File: config.mk
export PLATFORM = sky130hd
export DESIGN_NAME = frame_deframer_popcount_check
export DESIGN_NICKNAME = d
export VERILOG_FILES = /design/src/rtl/core/fdpc_pkg.sv /design/src/rtl/core/fdpc_front.sv /design/src/rtl/core/fdpc_queue.sv /design/src/rtl/core/fdpc_back.sv /design/src/rtl/core/frame_deframer_popcount_check.sv
export SDC_FILE = /design/constraint.sdc
export NUM_CORES = 1
export LEC_CHECK = 0
export BUFFER_PORTS_ARGS = -buffer_cell sky130_fd_sc_hd__buf_2
export CORE_ASPECT_RATIO = 0.5
export CORE_MARGIN = 2
export CORE_UTILIZATION = 29
export DETAILED_ROUTE_END_ITERATION = 16
export SETUP_SLACK_MARGIN = 0.15
export SLEW_MARGIN = 15
export SYNTH_ARGS = -nofsm -noshare
export SYNTH_HDL_FRONTEND = slang
export SYNTH_SLANG_ARGS = --single-unit
export TNS_END_PERCENT = 50
File: constraint.sdc
create_clock -name clk -period 3.3 [get_ports clk]
set_input_delay 0.495 -clock clk [delete_from_list [all_inputs] [get_ports clk]]
set_output_delay 0.495 -clock clk [all_outputs]
set_load 0.02 [all_outputs]
File: src/rtl/core/fdpc_pkg.sv
// types and constants shared by the frame deframer with ones-count check
// used by the front, back and top modules under rtl/core
package fdpc_pkg;

	localparam logic KIND_PAYLOAD = 1'b0;
	localparam logic KIND_VERDICT = 1'b1;

	localparam logic [6:0] POS_HEADER_CMD = 7'd0;
	localparam logic [6:0] POS_HEADER_LEN = 7'd1;
	localparam logic [6:0] POS_FIRST_DATA = 7'd2;

	typedef struct packed {
		logic [7:0] rx_byte;
		logic       frame_start;
	} in_item_t;

	typedef struct packed {
		logic       out_kind;
		logic [7:0] payload_byte;
		logic [5:0] payload_index;
		logic [3:0] command;
		logic [5:0] length;
		logic [7:0] received_check;
		logic [9:0] computed_ones;
		logic       frame_ok;
		logic       last;
	} out_item_t;

	// classified byte passed from front to back through the queue
	typedef struct packed {
		logic       kind;
		logic [7:0] data;
		logic [5:0] index;
		logic [3:0] command;
		logic [5:0] length;
		logic [9:0] ones;
	} rec_t;

	function automatic logic [3:0] ones_in_byte(input logic [7:0] b);
		logic [3:0] n;
		n = 4'd0;
		for (int k = 0; k < 8; k++) begin
			n = n + {3'd0, b[k]};
		end
		return n;
	endfunction

endpackage

File: src/rtl/core/fdpc_front.sv
// front end: tracks frame position, counts one bits and classifies each byte
// depends on fdpc_pkg
module fdpc_front (
	input  logic              clk,
	input  logic              arst_n,
	input  logic              byte_valid,
	output logic              byte_stall,
	input  fdpc_pkg::in_item_t byte_item,
	input  logic              q_full,
	output logic              q_push,
	output fdpc_pkg::rec_t    q_rec
);
	import fdpc_pkg::*;

	logic [6:0] pos_q;
	logic [3:0] cmd_q;
	logic [5:0] len_q;
	logic [9:0] ones_q;

	logic       take;
	logic [6:0] pos;
	logic [6:0] check_pos;
	logic [9:0] ones_sum;
	logic [6:0] data_index;

	assign byte_stall = q_full;
	assign take       = byte_valid && !q_full;
	assign pos        = byte_item.frame_start ? POS_HEADER_CMD : pos_q;
	assign check_pos  = {1'b0, len_q} + POS_FIRST_DATA;
	assign ones_sum   = ones_q + {6'd0, ones_in_byte(byte_item.rx_byte)};
	assign data_index = pos - POS_FIRST_DATA;

	always_comb begin
		q_push        = 1'b0;
		q_rec.kind    = KIND_PAYLOAD;
		q_rec.data    = byte_item.rx_byte;
		q_rec.index   = data_index[5:0];
		q_rec.command = cmd_q;
		q_rec.length  = len_q;
		q_rec.ones    = ones_q;
		if (take && pos != POS_HEADER_CMD && pos != POS_HEADER_LEN) begin
			q_push = 1'b1;
			// anything at or past the check position closes the frame
			if (pos >= check_pos) begin
				q_rec.kind = KIND_VERDICT;
			end
		end
	end

	always_ff @(posedge clk or negedge arst_n) begin
		if (!arst_n) begin
			pos_q  <= POS_HEADER_CMD;
			cmd_q  <= 4'd0;
			len_q  <= 6'd0;
			ones_q <= 10'd0;
		end else if (take) begin
			if (pos == POS_HEADER_CMD) begin
				cmd_q  <= byte_item.rx_byte[5:2];
				ones_q <= {6'd0, ones_in_byte(byte_item.rx_byte)};
				pos_q  <= POS_HEADER_LEN;
			end else if (pos == POS_HEADER_LEN) begin
				len_q  <= byte_item.rx_byte[6:1];
				ones_q <= ones_sum;
				pos_q  <= POS_FIRST_DATA;
			end else if (pos < check_pos) begin
				ones_q <= ones_sum;
				pos_q  <= pos + 7'd1;
			end else begin
				pos_q <= POS_HEADER_CMD;
			end
		end
	end

endmodule

File: src/rtl/core/fdpc_queue.sv
// short register queue between front and back
// generic, no package dependency
module fdpc_queue #(
	parameter int WIDTH = 8,
	parameter int DEPTH = 4
) (
	input  logic             clk,
	input  logic             arst_n,
	input  logic             push,
	input  logic [WIDTH-1:0] wdata,
	output logic             full,
	input  logic             pop,
	output logic             not_empty,
	output logic [WIDTH-1:0] rdata
);
	localparam int PW = (DEPTH > 1) ? $clog2(DEPTH) : 1;
	localparam int CW = $clog2(DEPTH + 1);
	localparam logic [PW-1:0] LAST_PTR = PW'(DEPTH - 1);
	localparam logic [CW-1:0] FULL_CNT = CW'(DEPTH);

	logic [WIDTH-1:0] mem_q [DEPTH];
	logic [PW-1:0]    wr_q;
	logic [PW-1:0]    rd_q;
	logic [CW-1:0]    cnt_q;
	logic             do_push;
	logic             do_pop;

	assign full      = (cnt_q == FULL_CNT);
	assign not_empty = (cnt_q != '0);
	assign do_push   = push && !full;
	assign do_pop    = pop && not_empty;
	assign rdata     = mem_q[rd_q];

	always_ff @(posedge clk) begin
		if (do_push) begin
			mem_q[wr_q] <= wdata;
		end
	end

	always_ff @(posedge clk or negedge arst_n) begin
		if (!arst_n) begin
			wr_q  <= '0;
			rd_q  <= '0;
			cnt_q <= '0;
		end else begin
			if (do_push) begin
				wr_q <= (wr_q == LAST_PTR) ? '0 : wr_q + PW'(1);
			end
			if (do_pop) begin
				rd_q <= (rd_q == LAST_PTR) ? '0 : rd_q + PW'(1);
			end
			if (do_push && !do_pop) begin
				cnt_q <= cnt_q + CW'(1);
			end else if (do_pop && !do_push) begin
				cnt_q <= cnt_q - CW'(1);
			end
		end
	end

endmodule

File: src/rtl/core/fdpc_back.sv
// back end: forms payload results and frame verdicts into the output register
// depends on fdpc_pkg
module fdpc_back (
	input  logic                clk,
	input  logic                arst_n,
	input  logic                q_not_empty,
	input  fdpc_pkg::rec_t      q_rec,
	output logic                q_pop,
	output logic                result_valid,
	input  logic                result_stall,
	output fdpc_pkg::out_item_t result_item
);
	import fdpc_pkg::*;

	logic      valid_q;
	out_item_t item_q;
	out_item_t next_item;

	assign q_pop        = q_not_empty && (!valid_q || !result_stall);
	assign result_valid = valid_q;
	assign result_item  = item_q;

	always_comb begin
		next_item          = '0;
		next_item.out_kind = q_rec.kind;
		next_item.command  = q_rec.command;
		next_item.length   = q_rec.length;
		if (q_rec.kind == KIND_VERDICT) begin
			next_item.received_check = q_rec.data;
			next_item.computed_ones  = q_rec.ones;
			next_item.frame_ok       = (q_rec.ones[7:0] == q_rec.data);
			next_item.last           = 1'b1;
		end else begin
			next_item.payload_byte  = q_rec.data;
			next_item.payload_index = q_rec.index;
		end
	end

	always_ff @(posedge clk or negedge arst_n) begin
		if (!arst_n) begin
			valid_q <= 1'b0;
		end else if (q_pop) begin
			valid_q <= 1'b1;
		end else if (!result_stall) begin
			valid_q <= 1'b0;
		end
	end

	always_ff @(posedge clk) begin
		if (q_pop) begin
			item_q <= next_item;
		end
	end

endmodule

File: src/rtl/core/frame_deframer_popcount_check.sv
// Frame deframer with ones-count check. One received byte is taken per cycle
// whenever the internal queue has room, so the sustained rate is one byte a
// cycle; the front end's position and one-bit counter update in that single
// cycle. A payload byte comes out with its index, the check byte gives the
// verdict, header bytes give nothing. Results leave through a registered
// output behind the queue; the QUEUE_DEPTH-entry queue between the front
// and back ends absorbs output stalls before the input is stalled.
// frame_start high on a byte drops any frame in progress and starts anew.
module frame_deframer_popcount_check #(
	parameter int QUEUE_DEPTH = 4
) (
	input  logic                clk,
	input  logic                arst_n,
	input  logic                byte_valid,
	output logic                byte_stall,
	input  fdpc_pkg::in_item_t  byte_item,
	output logic                result_valid,
	input  logic                result_stall,
	output fdpc_pkg::out_item_t result_item
);
	import fdpc_pkg::*;

	logic q_push;
	logic q_full;
	logic q_pop;
	logic q_not_empty;
	rec_t push_rec;
	rec_t head_rec;

	fdpc_front u_front (
		.clk        (clk),
		.arst_n     (arst_n),
		.byte_valid (byte_valid),
		.byte_stall (byte_stall),
		.byte_item  (byte_item),
		.q_full     (q_full),
		.q_push     (q_push),
		.q_rec      (push_rec)
	);

	fdpc_queue #(
		.WIDTH ($bits(rec_t)),
		.DEPTH (QUEUE_DEPTH)
	) u_queue (
		.clk       (clk),
		.arst_n    (arst_n),
		.push      (q_push),
		.wdata     (push_rec),
		.full      (q_full),
		.pop       (q_pop),
		.not_empty (q_not_empty),
		.rdata     (head_rec)
	);

	fdpc_back u_back (
		.clk          (clk),
		.arst_n       (arst_n),
		.q_not_empty  (q_not_empty),
		.q_rec        (head_rec),
		.q_pop        (q_pop),
		.result_valid (result_valid),
		.result_stall (result_stall),
		.result_item  (result_item)
	);

endmodule
==> impl_metrics.yaml, run 1 <==
detailed_routing:
  ant_nets: 0
  wirelength_um: 18500
  drtPass1Iterations: 4
  avgRoutedWirePerCell_um: 16.9
  vias_per_cell: 4.48
  vias: 4892
  drc: 0
  first_iter_violations: 416
outcome:
  violations: "setup timing"
  status: "complete, but fails checks"
die:
  pin_count: 60
  fp.coreArea_um2: 30700
  die-height_um: 130
  start_util_pct: 29.9
  rows: 45
  dieArea_um2: 33100
  die_w_um: 255
cells_and_area:
  final_common_cell: "edfxtp_1"
  regArea_um2: 6400
  n_antenna_cell: 0
  drive_above_1_share_pct: 28.4
  synthToLayoutAreaGrowth_pct: 20.5
  finalNetCount: 700
  fill_cells: 2851
  final_core_utilization_pct: 36.0
  multi_input_area_um2: 2620
  final_cell_mix: "edfxtp_1 (184), buf_2 (57), nand2_1 (39)"
timing:
  period_share_pct: 108
  setup_ws_ns: -0.253
  setup_violations: 7
  hold_viol: 0
  fin_crit_ns: 3.55
  holdWs_ns: 0.103
  slew_headroom_pct: 43.5
  drv_slew: 0
  tightestPinTransition_ns: 0.848
  grt_setup_unrepaired: "yes"
  skew_ns: 0.0167
  fmax_mhz: 281
setup_path:
  cp_max_fo: 3
  critical_path_class: "in -> reg"
  critPathCaptureType: "register"
  startpoint_type: "primary input"
  cp.required_ns: 3.73
  critPathMaxStageDelay_ns: 0.54
  worstReg2RegStart: "u_front.len_q[1]"
  cp-startpoint: "byte_item[2]"
  crit_family: "adder cells"
  crit_path_cell_trace: "buf_8, ha_4, inv_2, fa_1, fa_1, fa_2, fa_2, xnor2_2, ha_1, nand2_1, o21ai_2, nand2_1, or4_4, nand3_1"
  path_buf_inv: 2
  crit_slowest_cell: "or4_4"
  cp_data_arrival_time_ns: 3.99
synth:
  synth_top_cells_by_area: "edfxtp_1 (60%), dfrtp_1 (9.6%), mux4_2 (8.6%)"
  synth_edf_count: 184
  ys.flop_type: "edfxtp_1"
  synth-async-reset-ratio_pct: 16.0
  ys_ff_latch: 219
  synth-seq-area-share_pct: 69.9
  yosysWarnings: 0
  synthCells: 551
  syn_area_per_cell_um2: 16.6
  synth_top_area_share_pct: 60.3
  synth_nets: 596
  synth_top_area_cell: "edfxtp_1"
  synth_area_um2: 9160
  synth.lib_cells_used.distinct: 48
grt:
  antenna_found_initial: 0
  global_route.overflow_total: 0
  busiest_layer: "met2"
  grt_max_degree: 36
  gr-usage-met2_pct: 18.5
  grt_pass1_vias: 5169
  grt_pass1_wl_um: 29200
  grtUsageTotal_pct: 11.3
  grt_util_met3_pct: 1.88
  use_met1_pct: 16.0
cts:
  cts_buffers: 21
  cts.clk_slew.worst_paths_ns: 0.07
  cts_tree: "done"
  cts_sinks: 219
  cts_buffer_depth: 3
  cts_root_buffer: "clkbuf_16"
  clock_latency_ns: 0.50
  cts_max_level: 1
placed_design:
  dpl.hpwl_um: 12300
  place.gp.congestion: 0.780
  io_buffers: 59
  post-place-ws_ns: -0.838
power:
  vdd_drop_max_mv: 0.326
  leakagePower_nw: 4.06
  cellPowerDensity_nw_per_um2: 891
hold_path:
  hold_class: "in -> async"
run:
  max_cap_viol_count: 0
state kept, by name, summed over array words and instances (netlist names):
signal,flops
u_queue.rd_q,2
u_back.result_valid,1
u_queue.mem_q,140
u_front.len_q,6
u_queue.wr_q,2
u_front.ones_q,10
u_queue.cnt_q,3
u_front.pos_q,7
u_front.cmd_q,4
u_back.result_item,44
kinds of logic after synthesis:
group,Yosys count,share of synthesized area (%)
AND/OR/NAND/NOR,133,7.73
adder cells (fa/ha/maj),32,4.86
buffers and inverters,50,2.25
XOR/XNOR,22,2.10
AO/OA/AOI/OAI,52,3.67
flip-flops,219,69.9
multiplexers,43,9.52
metrics by stage:
| step | cell area (um2) | setup TNS, ns | power (mW) | instances |
|---|---|---|---|---|
| final | 11000 | -1.14 | 9.84 | 1093 |
| after detailed placement | 10200 | -5.68 | 7.43 | 1048 |
| after CTS | 11000 | -0.700 | 9.95 | 1091 |
| after floorplan | 9190 | -3.05 | 6.33 | 551 |
| after global placement | 10200 | -5.31 | 7.35 | 1048 |
| after global routing | 11000 | -1.95 | 10.4 | 1093 |
report_power, final:
part / switching, mW / internal [mW] / leakage, nW / total [mW]
clock network: 0.994 / 1.44 / 0.341 / 2.44
logic: 1.76 / 1.33 / 1.57 / 3.09
registers: 0.432 / 3.88 / 2.15 / 4.31
total: 3.19 / 6.66 / 4.06 / 9.84
synthesized netlist by cell type, types with 3 or more instances:
cell type	instances
edfxtp_1	184
nand2_1	39
dfrtp_1	35
mux4_2	35
inv_1	32
ha_1	26
and2_1	23
nor2b_1	20
o21ai_0	20
nand3_1	14
xor2_1	14
clkbuf_1	9
a21oi_1	8
nor2_1	8
xnor2_1	8
buf_2	6
fa_1	6
nor3_1	6
or4_1	6
mux2i_1	5
nand4_1	5
o211ai_1	5
o21a_1	4
a31oi_1	3
mux2_2	3
repair_timing:
item | 4_1_cts | 5_1_grt
endpoints found under the setup margin | 8 | 9
buffers inserted | 5 | 2
resized for setup | 8 | 5
hold buffers | 0 | 0
pin swaps | 4 | 3
per-layer routing:
layer	share of wire [%]	vias up
met4	1.9	0
met2	46	87
met1	48	2497
met3	4.4	22
li1	-	2286
met5	0	-
final cells by class:
type	instances	area share, %
sequential	219	58.0
multi-input combinational	282	23.8
timing repair buffer	99	6.11
clock buffer	29	5.12
tap	423	4.79
clock inverter	9	1.16
inverter	32	1.09
path summary, 6_finish.rpt:
kind                                        end  slack (ns)  cells after the start
max in group asynchronous       u_queue.rd_q[0]        2.60                      1
min reg2reg                    u_front.pos_q[1]        0.51                      2
max reg2reg                   u_front.ones_q[3]        0.63                     10
min in group clk           u_queue.mem_q[3][29]        0.24                      1
min                           u_front.ones_q[3]        0.10                      1
max                           u_front.ones_q[5]       -0.25                     14
Note: power is estimated with default switching activity, not from simulation.
==> run 2, diff against run 1 <==
CELL_PAD_IN_SITES_DETAIL_PLACEMENT = 1   (was default)
CELL_PAD_IN_SITES_GLOBAL_PLACEMENT = 1   (was default)
CTS_CLUSTER_DIAMETER = 50   (was default)
PLACE_DENSITY_LB_ADDON = 0.1   (was default)
==> run 2 against run 1 <==
Effect of this change: the run still ends with setup timing left; clock power grew 11%; sequential cell count is the same; count of clock-buffer cells in the layout fell by 1; global-route usage grew 1.8 points; wire length is 14% higher; combinational power increased by 2%; sequential power hardly changed; worst setup slack better by 0.033 ns; register-to-register slack worse by 0.11 ns.
==> impl_metrics.yaml, run 2 (synthesis gave the netlist of run 1 again) <==
outcome:
  status: "complete, but fails checks"
  violations: "setup timing"
cells_and_area:
  n_antenna_cell: 0
  multi_input_area_um2: 2660
  largest_register_ffs: 140
  final_common_cell: "edfxtp_1"
  regArea_um2: 6400
  finalNetCount: 700
  final_cell_mix: "edfxtp_1 (184), buf_2 (57), nand2_1 (39)"
  largest_register: "u_queue.mem_q"
  final_core_utilization_pct: 36.4
  final_area_um2: 11200
  synthToLayoutAreaGrowth_pct: 21.9
  drive_above_1_share_pct: 29.1
  fill_cells: 3133
  fin_cells: 1096
grt:
  grt_pass1_wl_um: 32700
  grt_max_degree: 36
  antenna_found_initial: 1
  grt_pass1_vias: 5348
  grtUsageTotal_pct: 13.1
  global_route.overflow_total: 0
placed_design:
  post-place-ws_ns: -0.890
  dpl-instance-area_um2: 10300
  place.gp.congestion: 0.735
  numPlacedInstances: 1046
  io_buffers: 59
  dpl.hpwl_um: 13600
setup_path:
  critPathCaptureType: "register"
  cp.required_ns: 3.72
  startpoint_type: "primary input"
  critical_path_class: "in -> reg"
  cp_max_fo: 6
  cp_data_arrival_time_ns: 3.94
timing:
  fin_crit_ns: 3.52
  setup_ws_ns: -0.221
  period_share_pct: 107
  fmax_mhz: 284
  drv_slew: 0
  holdWs_ns: 0.0958
  setup_violations: 6
  skew_ns: 0.0123
  slew_headroom_pct: 38.8
  tns_ns: -1.12
  tightestPinTransition_ns: 0.918
  grt_setup_unrepaired: "yes"
  hold_viol: 0
detailed_routing:
  vias: 4950
  ant_nets: 0
  drtPass1Iterations: 4
  drc: 0
  vias_per_cell: 4.52
  first_iter_violations: 190
  wirelength_um: 21000
  avgRoutedWirePerCell_um: 19.2
cts:
  cts.clk_slew.worst_paths_ns: 0.06
  cts_sinks: 219
  cts_tree: "done"
  cts_max_level: 1
  clock_latency_ns: 0.53
  cts_buffers: 25
  cts_buffer_depth: 3
  cts_root_buffer: "clkbuf_16"
  hold_buffers: 0
hold_path:
  hold_class: "in -> async"
power:
  fin_total_pwr_mw: 10.2
  cellPowerDensity_nw_per_um2: 911
  vdd_drop_max_mv: 0.312
  leakagePower_nw: 4.10
die:
  pin_count: 60
  fp.coreArea_um2: 30700
  dieArea_um2: 33100
  start_util_pct: 29.9
  die-height_um: 130
  rows: 45
  die_w_um: 255
run:
  max_cap_viol_count: 0
-- run 2: cell types whose count changed in the layout (fill, tap and decap cells not counted), sizes merged --
cell,change
clkinv,+6
clkbuf,-1
clkinvlp,+1
bufinv,-1
inv,+2
buf,-4
-- run 2: area by class of cell --
class,instances,area share (%)
Tap cell,423,4.74
Inverter,32,1.10
Sequential cell,219,57.3
Timing Repair Buffer,95,5.99
Clock inverter,17,1.35
Multi-Input combinational cell,282,23.8
Clock buffer,28,5.70
-- run 2: power breakdown --
group / total (mW) / internal (mW) / switching [mW]
sequential: 4.33 / 3.88 / 0.444
combinational: 3.14 / 1.35 / 1.79
clock: 2.71 / 1.56 / 1.15
-- run 2: critical path: stages --
cell     delay (ns)
buf_8          0.10
ha_4           0.26
inv_4          0.03
fa_1           0.49
fa_1           0.44
fa_2           0.38
fa_2           0.44
buf_4          0.15
fa_2           0.38
o21ai_4        0.16
a21oi_4        0.10
o311a_1        0.28
a211o_1        0.22
-- run 2: per-layer routing --
metal	wire length (um)	part of all wire [%]	GRT usage [%]	up-vias
li1	-	-	-	2292
met1	10400	50	18.7	2574
met2	9500	45	20.9	58
met3	738	3.5	2.78	26
met4	379	1.8	2.77	0
met5	0	0	0	-
-- run 2: final timing paths --
check | slack (ns) | depth (start not counted) | endpoint | from
worst max-delay path | -0.22 | 13 | u_front.ones_q[8] | byte_item[2]
worst min-delay path | 0.1 | 1 | u_front.ones_q[0] | arst_n
worst max register to register | 0.52 | 9 | u_front.ones_q[1] | u_front.len_q[2]
worst min register to register | 0.49 | 2 | u_back.result_valid | u_back.result_valid
max in group asynchronous | 2.57 | 1 | u_queue.rd_q[0] | arst_n
min in group clk | 0.19 | 3 | u_back.result_valid | result_stall
-- run 2: what timing repair did --
| action | in CTS | in global routing |
|---|---|---|
| gates resized for setup | 13 | 5 |
| pin swaps | 5 | 4 |
| buffers inserted | 2 | 3 |
| setup endpoints to repair | 8 | 9 |
| gates cloned | 0 | 0 |
| endpoints found under the hold margin | 0 | 0 |
